## config.mk

```make
export PLATFORM = sky130hd
export DESIGN_NAME = pid_with_windup_clamp
export DESIGN_NICKNAME = d
export VERILOG_FILES = /design/src/pwc_pkg.sv /design/src/pid_with_windup_clamp.sv
export SDC_FILE = /design/constraint.sdc
export NUM_CORES = 2
export LEC_CHECK = 0
export BUFFER_PORTS_ARGS = -buffer_cell sky130_fd_sc_hd__buf_2
export CELL_PAD_IN_SITES_DETAIL_PLACEMENT = 0
export CELL_PAD_IN_SITES_GLOBAL_PLACEMENT = 1
export CORE_UTILIZATION = 30
export DETAILED_ROUTE_END_ITERATION = 16
export HOLD_SLACK_MARGIN = 0.06
export PLACE_DENSITY = 0.61
export SLEW_MARGIN = 0
export SYNTH_ARGS = -nofsm -noshare
export SYNTH_HDL_FRONTEND = slang
export SYNTH_SLANG_ARGS = --single-unit
```

## constraint.sdc

```tcl
create_clock -name clk -period 17.1 [get_ports clk]
set_clock_uncertainty 0.05 [all_clocks]
set_input_delay 3.42 -clock clk [delete_from_list [all_inputs] [get_ports clk]]
set_output_delay 3.42 -clock clk [all_outputs]
set_load 0.005 [all_outputs]
```

## src/pwc_pkg.sv

```systemverilog
// ============================================================================
// pwc_pkg: shared constants for the PID controller with windup clamp
// Register indexes, sequencer state codes and fixed arithmetic constants.
// ============================================================================
`default_nettype none
package pwc_pkg;

  // Configuration register indexes.
  localparam logic [2:0] REG_GAIN_P         = 3'd0;
  localparam logic [2:0] REG_GAIN_I         = 3'd1;
  localparam logic [2:0] REG_GAIN_D         = 3'd2;
  localparam logic [2:0] REG_WINDUP_RANGE   = 3'd3;
  localparam logic [2:0] REG_INTEGRAL_LIMIT = 3'd4;
  localparam logic [2:0] REG_SIGN_FLIP      = 3'd5;

  // Sequencer states.
  localparam logic [3:0] ST_IDLE    = 4'd0;
  localparam logic [3:0] ST_MUL_DT  = 4'd1;
  localparam logic [3:0] ST_DIV_INT = 4'd2;
  localparam logic [3:0] ST_INTEG   = 4'd3;
  localparam logic [3:0] ST_DIV_DER = 4'd4;
  localparam logic [3:0] ST_DERIV   = 4'd5;
  localparam logic [3:0] ST_MUL_P   = 4'd6;
  localparam logic [3:0] ST_MUL_I   = 4'd7;
  localparam logic [3:0] ST_MUL_D   = 4'd8;
  localparam logic [3:0] ST_OUTPUT  = 4'd9;

  // Elapsed time assumed on the first update, and milliseconds per second.
  localparam logic [31:0] FIRST_DT_MS = 32'd10;
  localparam logic [31:0] MS_PER_S    = 32'd1000;

  // Accumulator width of the serial multiplier.
  localparam int ACC_W = 80;

endpackage
`default_nettype wire

```

## src/pid_with_windup_clamp.sv

```systemverilog
// ============================================================================
// pid_with_windup_clamp: fixed-point PID controller with integral clamp
// Bit-serial multiplier and restoring divider under a small sequencer.
// ============================================================================
// Usage: each request on the input channel (in_valid/in_ready) carries one
// error sample, signed Q16.16, and a millisecond timestamp. The block answers
// every request with exactly one drive value, signed Q32.16, on the output
// channel (out_valid/out_ready).
// One item is handled at a time. The work runs through one shift-and-add
// multiplier (one multiplier bit per cycle) and one restoring divider (one
// quotient bit per cycle), in this order: elapsed time product, divide by
// 1000, integral update, derivative divide, derivative fixup, three gain
// products and output. The derivative divide and fixup are skipped when the
// elapsed time is zero. in_ready is high only while idle, so a new request
// is taken at the earliest in the cycle after the result is registered.
// The result sits in an output register; if the receiver stalls, the block
// still takes and works on the next request and holds its result in the
// final state until the output register is free.
// Reset clears the gains, the bounds, the integral, the stored error and the
// time stamp. A write to any defined configuration register also clears the
// controller state, so the next update uses the default elapsed time of 10 ms.
`default_nettype none
module pid_with_windup_clamp (
  input  wire logic               clk,
  input  wire logic               rst,
  input  wire logic               cfg_write,
  input  wire logic [2:0]         cfg_index,
  input  wire logic [31:0]        cfg_data,
  input  wire logic               in_valid,
  output logic                    in_ready,
  input  wire logic signed [31:0] error_value,
  input  wire logic [31:0]        now_ms,
  output logic                    out_valid,
  input  wire logic               out_ready,
  output logic signed [47:0]      drive
);

  localparam int AW = pwc_pkg::ACC_W;

  // Configuration registers.
  logic [31:0] gain_p, gain_i, gain_d;
  logic [30:0] windup_range, integral_limit;
  logic        sign_flip_reset;

  // Controller state.
  logic signed [31:0] integral_acc, previous_error;
  logic [31:0]        last_time_ms;
  logic               time_valid;

  // Working registers.
  logic [3:0]         state;
  logic [5:0]         cnt;
  logic signed [31:0] err_r, prev_r;
  logic [31:0]        dt_r;
  logic [AW-1:0]      x_r, acc_r;
  logic [31:0]        k_r;
  logic [63:0]        num_r;
  logic [32:0]        rem_r;
  logic [31:0]        den_r;
  logic               neg_r;
  logic signed [43:0] deriv_r;
  logic               out_valid_r;
  logic [47:0]        drive_r;

  // Serial multiplier step: add the shifted multiplicand when the low
  // multiplier bit is set.
  logic [AW-1:0] acc_add;
  assign acc_add = k_r[0] ? acc_r + x_r : acc_r;

  // Restoring divider step.
  logic [32:0] rem_sh, rem_next;
  logic        ge;
  logic [63:0] num_next;
  always_comb begin
    rem_sh   = {rem_r[31:0], num_r[63]};
    ge       = rem_sh >= {1'b0, den_r};
    rem_next = ge ? rem_sh - {1'b0, den_r} : rem_sh;
    num_next = {num_r[62:0], ge};
  end

  // Product magnitude at the last step of the elapsed time multiply.
  logic [63:0] prod_mag;
  assign prod_mag = acc_add[63] ? 64'(-acc_add[63:0]) : acc_add[63:0];

  // Integral update: add the step, clamp to the smaller bound, then clear
  // on a sign change of the error when enabled.
  logic [30:0]        bound;
  logic signed [56:0] step, isum, bpos, bneg, iclamp;
  logic [1:0]         sgn_err, sgn_prev;
  logic               flip;
  logic signed [31:0] integ_new;
  always_comb begin
    bound  = (windup_range < integral_limit) ? windup_range : integral_limit;
    step   = $signed({3'b0, num_r[53:0]});
    if (neg_r) begin
      step = -step;
    end
    isum   = 57'(integral_acc) + step;
    bpos   = $signed({26'b0, bound});
    bneg   = -bpos;
    iclamp = isum;
    if (isum > bpos) begin
      iclamp = bpos;
    end
    if (isum < bneg) begin
      iclamp = bneg;
    end
    sgn_err  = {err_r[31], err_r != 32'sd0};
    sgn_prev = {prev_r[31], prev_r != 32'sd0};
    flip     = sign_flip_reset && (sgn_err != sgn_prev);
    integ_new = flip ? 32'sd0 : iclamp[31:0];
  end

  // Derivative numerator: |error - previous| * 1000, built from shifts.
  logic signed [32:0] diff;
  logic [32:0]        diff_mag;
  logic [42:0]        diff_k;
  always_comb begin
    diff     = 33'(err_r) - 33'(prev_r);
    diff_mag = diff[32] ? 33'(-diff) : diff;
    diff_k   = {diff_mag, 10'b0} - {6'b0, diff_mag, 4'b0} - {7'b0, diff_mag, 3'b0};
  end

  // Final scaling by 2^-16 with floor, then saturation to 48 bits.
  logic [63:0] total;
  logic [47:0] sat;
  always_comb begin
    total = acc_r[79:16];
    if (total[63:47] == {17{total[63]}}) begin
      sat = total[47:0];
    end else if (total[63]) begin
      sat = {1'b1, 47'b0};
    end else begin
      sat = {1'b0, {47{1'b1}}};
    end
  end

  assign in_ready  = (state == pwc_pkg::ST_IDLE);
  assign out_valid = out_valid_r;
  assign drive     = $signed(drive_r);

  always_ff @(posedge clk) begin
    if (rst) begin
      state           <= pwc_pkg::ST_IDLE;
      out_valid_r     <= 1'b0;
      gain_p          <= '0;
      gain_i          <= '0;
      gain_d          <= '0;
      windup_range    <= '0;
      integral_limit  <= '0;
      sign_flip_reset <= 1'b0;
      integral_acc    <= '0;
      previous_error  <= '0;
      last_time_ms    <= '0;
      time_valid      <= 1'b0;
      cnt             <= '0;
    end else begin
      if (out_valid_r && out_ready && state != pwc_pkg::ST_OUTPUT) begin
        out_valid_r <= 1'b0;
      end

      if (cfg_write && cfg_index <= pwc_pkg::REG_SIGN_FLIP) begin
        case (cfg_index)
          pwc_pkg::REG_GAIN_P:         gain_p          <= cfg_data;
          pwc_pkg::REG_GAIN_I:         gain_i          <= cfg_data;
          pwc_pkg::REG_GAIN_D:         gain_d          <= cfg_data;
          pwc_pkg::REG_WINDUP_RANGE:   windup_range    <= cfg_data[30:0];
          pwc_pkg::REG_INTEGRAL_LIMIT: integral_limit  <= cfg_data[30:0];
          pwc_pkg::REG_SIGN_FLIP:      sign_flip_reset <= cfg_data[0];
          default:                     gain_p          <= gain_p;
        endcase
        integral_acc   <= '0;
        previous_error <= '0;
        last_time_ms   <= '0;
        time_valid     <= 1'b0;
      end

      case (state)
        pwc_pkg::ST_IDLE: begin
          if (in_valid) begin
            err_r          <= error_value;
            prev_r         <= previous_error;
            previous_error <= error_value;
            last_time_ms   <= now_ms;
            time_valid     <= 1'b1;
            if (time_valid) begin
              dt_r <= now_ms - last_time_ms;
              k_r  <= now_ms - last_time_ms;
            end else begin
              dt_r <= pwc_pkg::FIRST_DT_MS;
              k_r  <= pwc_pkg::FIRST_DT_MS;
            end
            x_r   <= AW'(error_value);
            acc_r <= '0;
            cnt   <= '0;
            state <= pwc_pkg::ST_MUL_DT;
          end
        end
        pwc_pkg::ST_MUL_DT: begin
          acc_r <= acc_add;
          if (cnt == 6'd31) begin
            // Last product bit: load the product magnitude into the divider.
            neg_r <= acc_add[63];
            num_r <= prod_mag;
            rem_r <= '0;
            den_r <= pwc_pkg::MS_PER_S;
            cnt   <= '0;
            state <= pwc_pkg::ST_DIV_INT;
          end else begin
            x_r <= {x_r[AW-2:0], 1'b0};
            k_r <= {1'b0, k_r[31:1]};
            cnt <= cnt + 6'd1;
          end
        end
        pwc_pkg::ST_DIV_INT: begin
          rem_r <= rem_next;
          num_r <= num_next;
          cnt   <= cnt + 6'd1;
          if (cnt == 6'd63) begin
            state <= pwc_pkg::ST_INTEG;
          end
        end
        pwc_pkg::ST_INTEG: begin
          integral_acc <= integ_new;
          neg_r        <= diff[32];
          num_r        <= {21'b0, diff_k};
          rem_r        <= '0;
          den_r        <= dt_r;
          cnt          <= '0;
          if (dt_r == 32'd0) begin
            deriv_r <= '0;
            acc_r   <= '0;
            x_r     <= AW'(err_r);
            k_r     <= gain_p;
            state   <= pwc_pkg::ST_MUL_P;
          end else begin
            state <= pwc_pkg::ST_DIV_DER;
          end
        end
        pwc_pkg::ST_DIV_DER: begin
          rem_r <= rem_next;
          num_r <= num_next;
          cnt   <= cnt + 6'd1;
          if (cnt == 6'd63) begin
            state <= pwc_pkg::ST_DERIV;
          end
        end
        pwc_pkg::ST_DERIV: begin
          deriv_r <= neg_r ? -$signed({1'b0, num_r[42:0]}) : $signed({1'b0, num_r[42:0]});
          acc_r   <= '0;
          x_r     <= AW'(err_r);
          k_r     <= gain_p;
          cnt     <= '0;
          state   <= pwc_pkg::ST_MUL_P;
        end
        pwc_pkg::ST_MUL_P, pwc_pkg::ST_MUL_I, pwc_pkg::ST_MUL_D: begin
          acc_r <= acc_add;
          if (cnt == 6'd31) begin
            cnt <= '0;
            if (state == pwc_pkg::ST_MUL_P) begin
              x_r   <= AW'(integral_acc);
              k_r   <= gain_i;
              state <= pwc_pkg::ST_MUL_I;
            end else if (state == pwc_pkg::ST_MUL_I) begin
              x_r   <= AW'(deriv_r);
              k_r   <= gain_d;
              state <= pwc_pkg::ST_MUL_D;
            end else begin
              state <= pwc_pkg::ST_OUTPUT;
            end
          end else begin
            x_r <= {x_r[AW-2:0], 1'b0};
            k_r <= {1'b0, k_r[31:1]};
            cnt <= cnt + 6'd1;
          end
        end
        pwc_pkg::ST_OUTPUT: begin
          if (!out_valid_r || out_ready) begin
            drive_r     <= sat;
            out_valid_r <= 1'b1;
            state       <= pwc_pkg::ST_IDLE;
          end
        end
        default: begin
          state <= pwc_pkg::ST_IDLE;
        end
      endcase
    end
  end

endmodule
`default_nettype wire

```

==> impl_results.md <==
* HPWL Detailed at 151,000 microns
* Final estimated routing congestion in global placement at 0.903
* Leak pwr at 24.2 nW
* Cell row count at 157
* Global route total overflow at 0
* Crit Reg-Reg Endpoint: integral_acc[27]
* Sum of negative setup slack at 0 ns
* Final setup fails at 0
* DIE AREA at 188,000 sq um
* Commonest register cell after synthesis: edfxtp_1
* Clk_lat worst skew at 0.78 ns
* Total of warnings raised by yosys at 0
* Beginning of the worst register-to-register path: num_r[7]
* Fraction of layout cells with a size suffix above 1 at 7.81%
* Maximum number of pins on one net before global-route repair at 158
* Startpoint of the worst setup timing path: num_r[7]
* Number of synthesized flops with an enable pin at 509
* Delay of the slowest critical-path stage at 0.56 ns
* Overall Global Routing Usage at 20.7%
* Clock network fraction of total power at 14.7%
* Width of the die at 433 microns
* End of the critical path: integral_acc[27]
* Worst reg-to-reg setup slack at 7.89 ns
* Setup repair after global routing missed its margin: false
* Count of cells along the worst register-to-register path at 30
* Internal portion of total power at 7.34 mW
* Mapped Nets at 6,923
* Commonest non-fill, non-tap cell in the layout: nand2_1
* Boundary pin count at 154
* Core Region at 184,000 sq um
* Clk sink count at 776
* CTS tree: built
* Required time at the worst-slack endpoint at 17.66 ns
* Number of buffers inserted by post-CTS setup repair at 0
* Via count at 48,521
* Sequential group share of total power at 20.0%
* I/O Buffers at 153
* Effective utilization at floorplan at 30.3%
* Die outline height at 433 microns
* Switching portion of total power at 49.6%
* PwrDens at 233 nW/um^2
* Number of clock buffers inserted by TritonCTS at 97
* Critical path class: register to register
* Iteration count of the initial detailed-routing pass at 5
* Startpoint class of the critical path: register
* Sequential cell area fraction in the yosys report at 37.0%
* Min-delay worst type: register to register
* CTS resizes at 0
* Max-cap violations at 0
* Fraction of the cycle the final worst path needs at 53.9%
* Gate power share at 65.3%
* Total DRC errors in the routed layout at 0
* Register bit count reported by yosys at 776
* Worst hold slack across all endpoints at 0.376 ns
* Slew Limit Headroom at 3.81%
* Critical Path Sink Type: register
* Peak clock frequency supported by timing at 109 MHz
* Area of the mapped netlist at 55,800 sq um
* Slew at the pin with the worst max-slew slack at 1.42 ns
* Arrival time worst endpoint at 9.77 ns
* Status: complete, no violations
* Cell count after synthesis at 6,391
* Commonest cells after routing, fill and taps aside: nand2_1 (840), a21oi_1 (650), edfxtp_1 (509), nor2_1 (441), ha_1 (406)
* Final layout net count at 6,931
* Htree depth at 3
* Cell repeated most along the worst path: or3_1
* Total count of hold-check failures in the final report at 0
* Crit path max fanout at 19
* Critical Path Slowest Stage Cell: a221oi_1
* Final antenna-violating net count at 0
* DR WL/cell at 22.2 microns
* Switching component of the power at 7.24 mW
* IR Drop Worst-Case VDD at 232 uV
* Post-synthesis to final-layout area growth at 12.0%
* Antenna violations before repair at 3
* Final routed wirelength across all metal layers at 199,000 microns
* Count of different cell masters after synthesis at 106
* Drt first-iter violations at 3,629
* Time the final worst path needs with I/O delays and setup at 9.21 ns
* Async set-reset flop share out of synthesis at 0%
* First-pass GRT wire length at 299,000 microns
* Via count of the first global-routing pass at 47,027
* Filler cells at 19,365
* Overall power consumption at 14.6 mW
* Clock transition at the registers of the reported paths at 0.06 ns
* Post-Synthesis Mean Instance Area at 8.73 sq um
* Max Slew Vio Count at 0
* Clock Root Buffer: clkbuf_16
* Worst-case clock buffer depth at 3
* Hold buffer count at CTS at 0
* Vias per inst at 5.42
[routing by layer]
layer | GRT usage (%) | up-vias | part of all wire, %
met3 | 2.32 | 211 | 4.1
met2 | 34.8 | 1086 | 47
met4 | 5.31 | 4 | 2.4
li1 | - | 23494 | -
met5 | 0 | - | 0.0086
met1 | 28.0 | 23726 | 46
[sequential cells by signal, indices dropped and copies added (netlist names), 44 cells and up]
register  count
drive        48
x_r          80
deriv_r      44
num_r        64
acc_r        80
[power groups by stage]
stage	Sequential, mW	Clock (mW)	Combinational (mW)
2_1_floorplan	2.84	0	6.85
3_3_place_gp	2.95	0	9.43
3_5_place_dp	2.95	0	9.43
4_1_cts	2.92	2.19	9.50
5_1_grt	2.95	2.26	10.4
6_report	2.92	2.14	9.53
[worst min-delay path by stage]
stage / slack, ns / from / endpoint / depth (start not counted)
global placement: 0.37 / previous_error[24] / prev_r[24] / 0
finish: 0.38 / previous_error[30] / prev_r[30] / 0
global route: 0.38 / previous_error[3] / prev_r[3] / 0
CTS: 0.38 / previous_error[30] / prev_r[30] / 0
floorplan: 0.36 / previous_error[0] / prev_r[0] / 0
detailed placement: 0.37 / previous_error[31] / prev_r[31] / 0
[kinds of logic after synthesis]
logic type	count (synthesis)	share of synthesized area, %
flops	776	37.0
simple gates	2183	18.6
compound gates	1940	22.8
fa+ha+maj	430	9.93
xor+xnor	365	5.77
buf+inv	598	4.07
mux	99	1.80
[through the flow]
| step | cells | instance area, sq um | util [%] | setup WS [ns] |
|---|---|---|---|---|
| final | 8948 | 62500 | 34.0 | 7.89 |
| after global routing | 8947 | 62500 | 34.0 | 7.22 |
| after CTS | 8947 | 62500 | 34.0 | 7.92 |
| after detailed placement | 8764 | 59200 | 32.2 | 7.95 |
| after global placement | 8764 | 59200 | 32.2 | 8.09 |
| after floorplan | 6391 | 55800 | - | 5.99 |
[worst max-delay path, delay by kind of cell (launching register included)]
| kind | cells | cell delay (ns) |
|---|---|---|
| compound gates | 11 | 2.91 |
| simple gates | 14 | 4.24 |
| flops | 1 | 0.48 |
| xor+xnor | 1 | 0.18 |
| buf+inv | 2 | 0.55 |
| fa+ha+maj | 2 | 0.67 |
[synth_stat cells, drive strengths merged, types with 31 or more instances]
cell type	n	area, sq um
dfxtp	267	5350
nand2	844	3170
a31oi	56	363
mux2i	87	871
nor3	134	686
and3	68	425
buf	41	183
a211oi	59	453
a21oi	651	3260
nand2b	79	502
ha	406	5080
a221oi	71	628
and2	69	432
a22oi	34	255
o31ai	44	344
a22o	70	613
o211ai	31	233
xnor2	218	1910
edfxtp	509	15300
xor2	146	1290
o221ai	35	307
a21o	196	1470
inv	279	1050
nor4	57	384
nor2	445	1670
nand3	108	541
clkbuf	276	1040
o21ai	300	1520
nor2b	108	676
nand4	96	601
o21a	113	848
o21bai	47	353
or3	55	349
[area by class of cell]
class,count,area [sq um],area share [%]
inverters,281,1050,1.69
multi-input cells,5017,33100,52.9
clock inverters,55,657,1.05
clock buffers,128,2660,4.25
flip-flops and latches,776,20600,33.0
diodes,1,2.50,0.00400
repair buffers,226,1350,2.15
well taps,2464,3080,4.93
(Power assumes the default switching activity.)
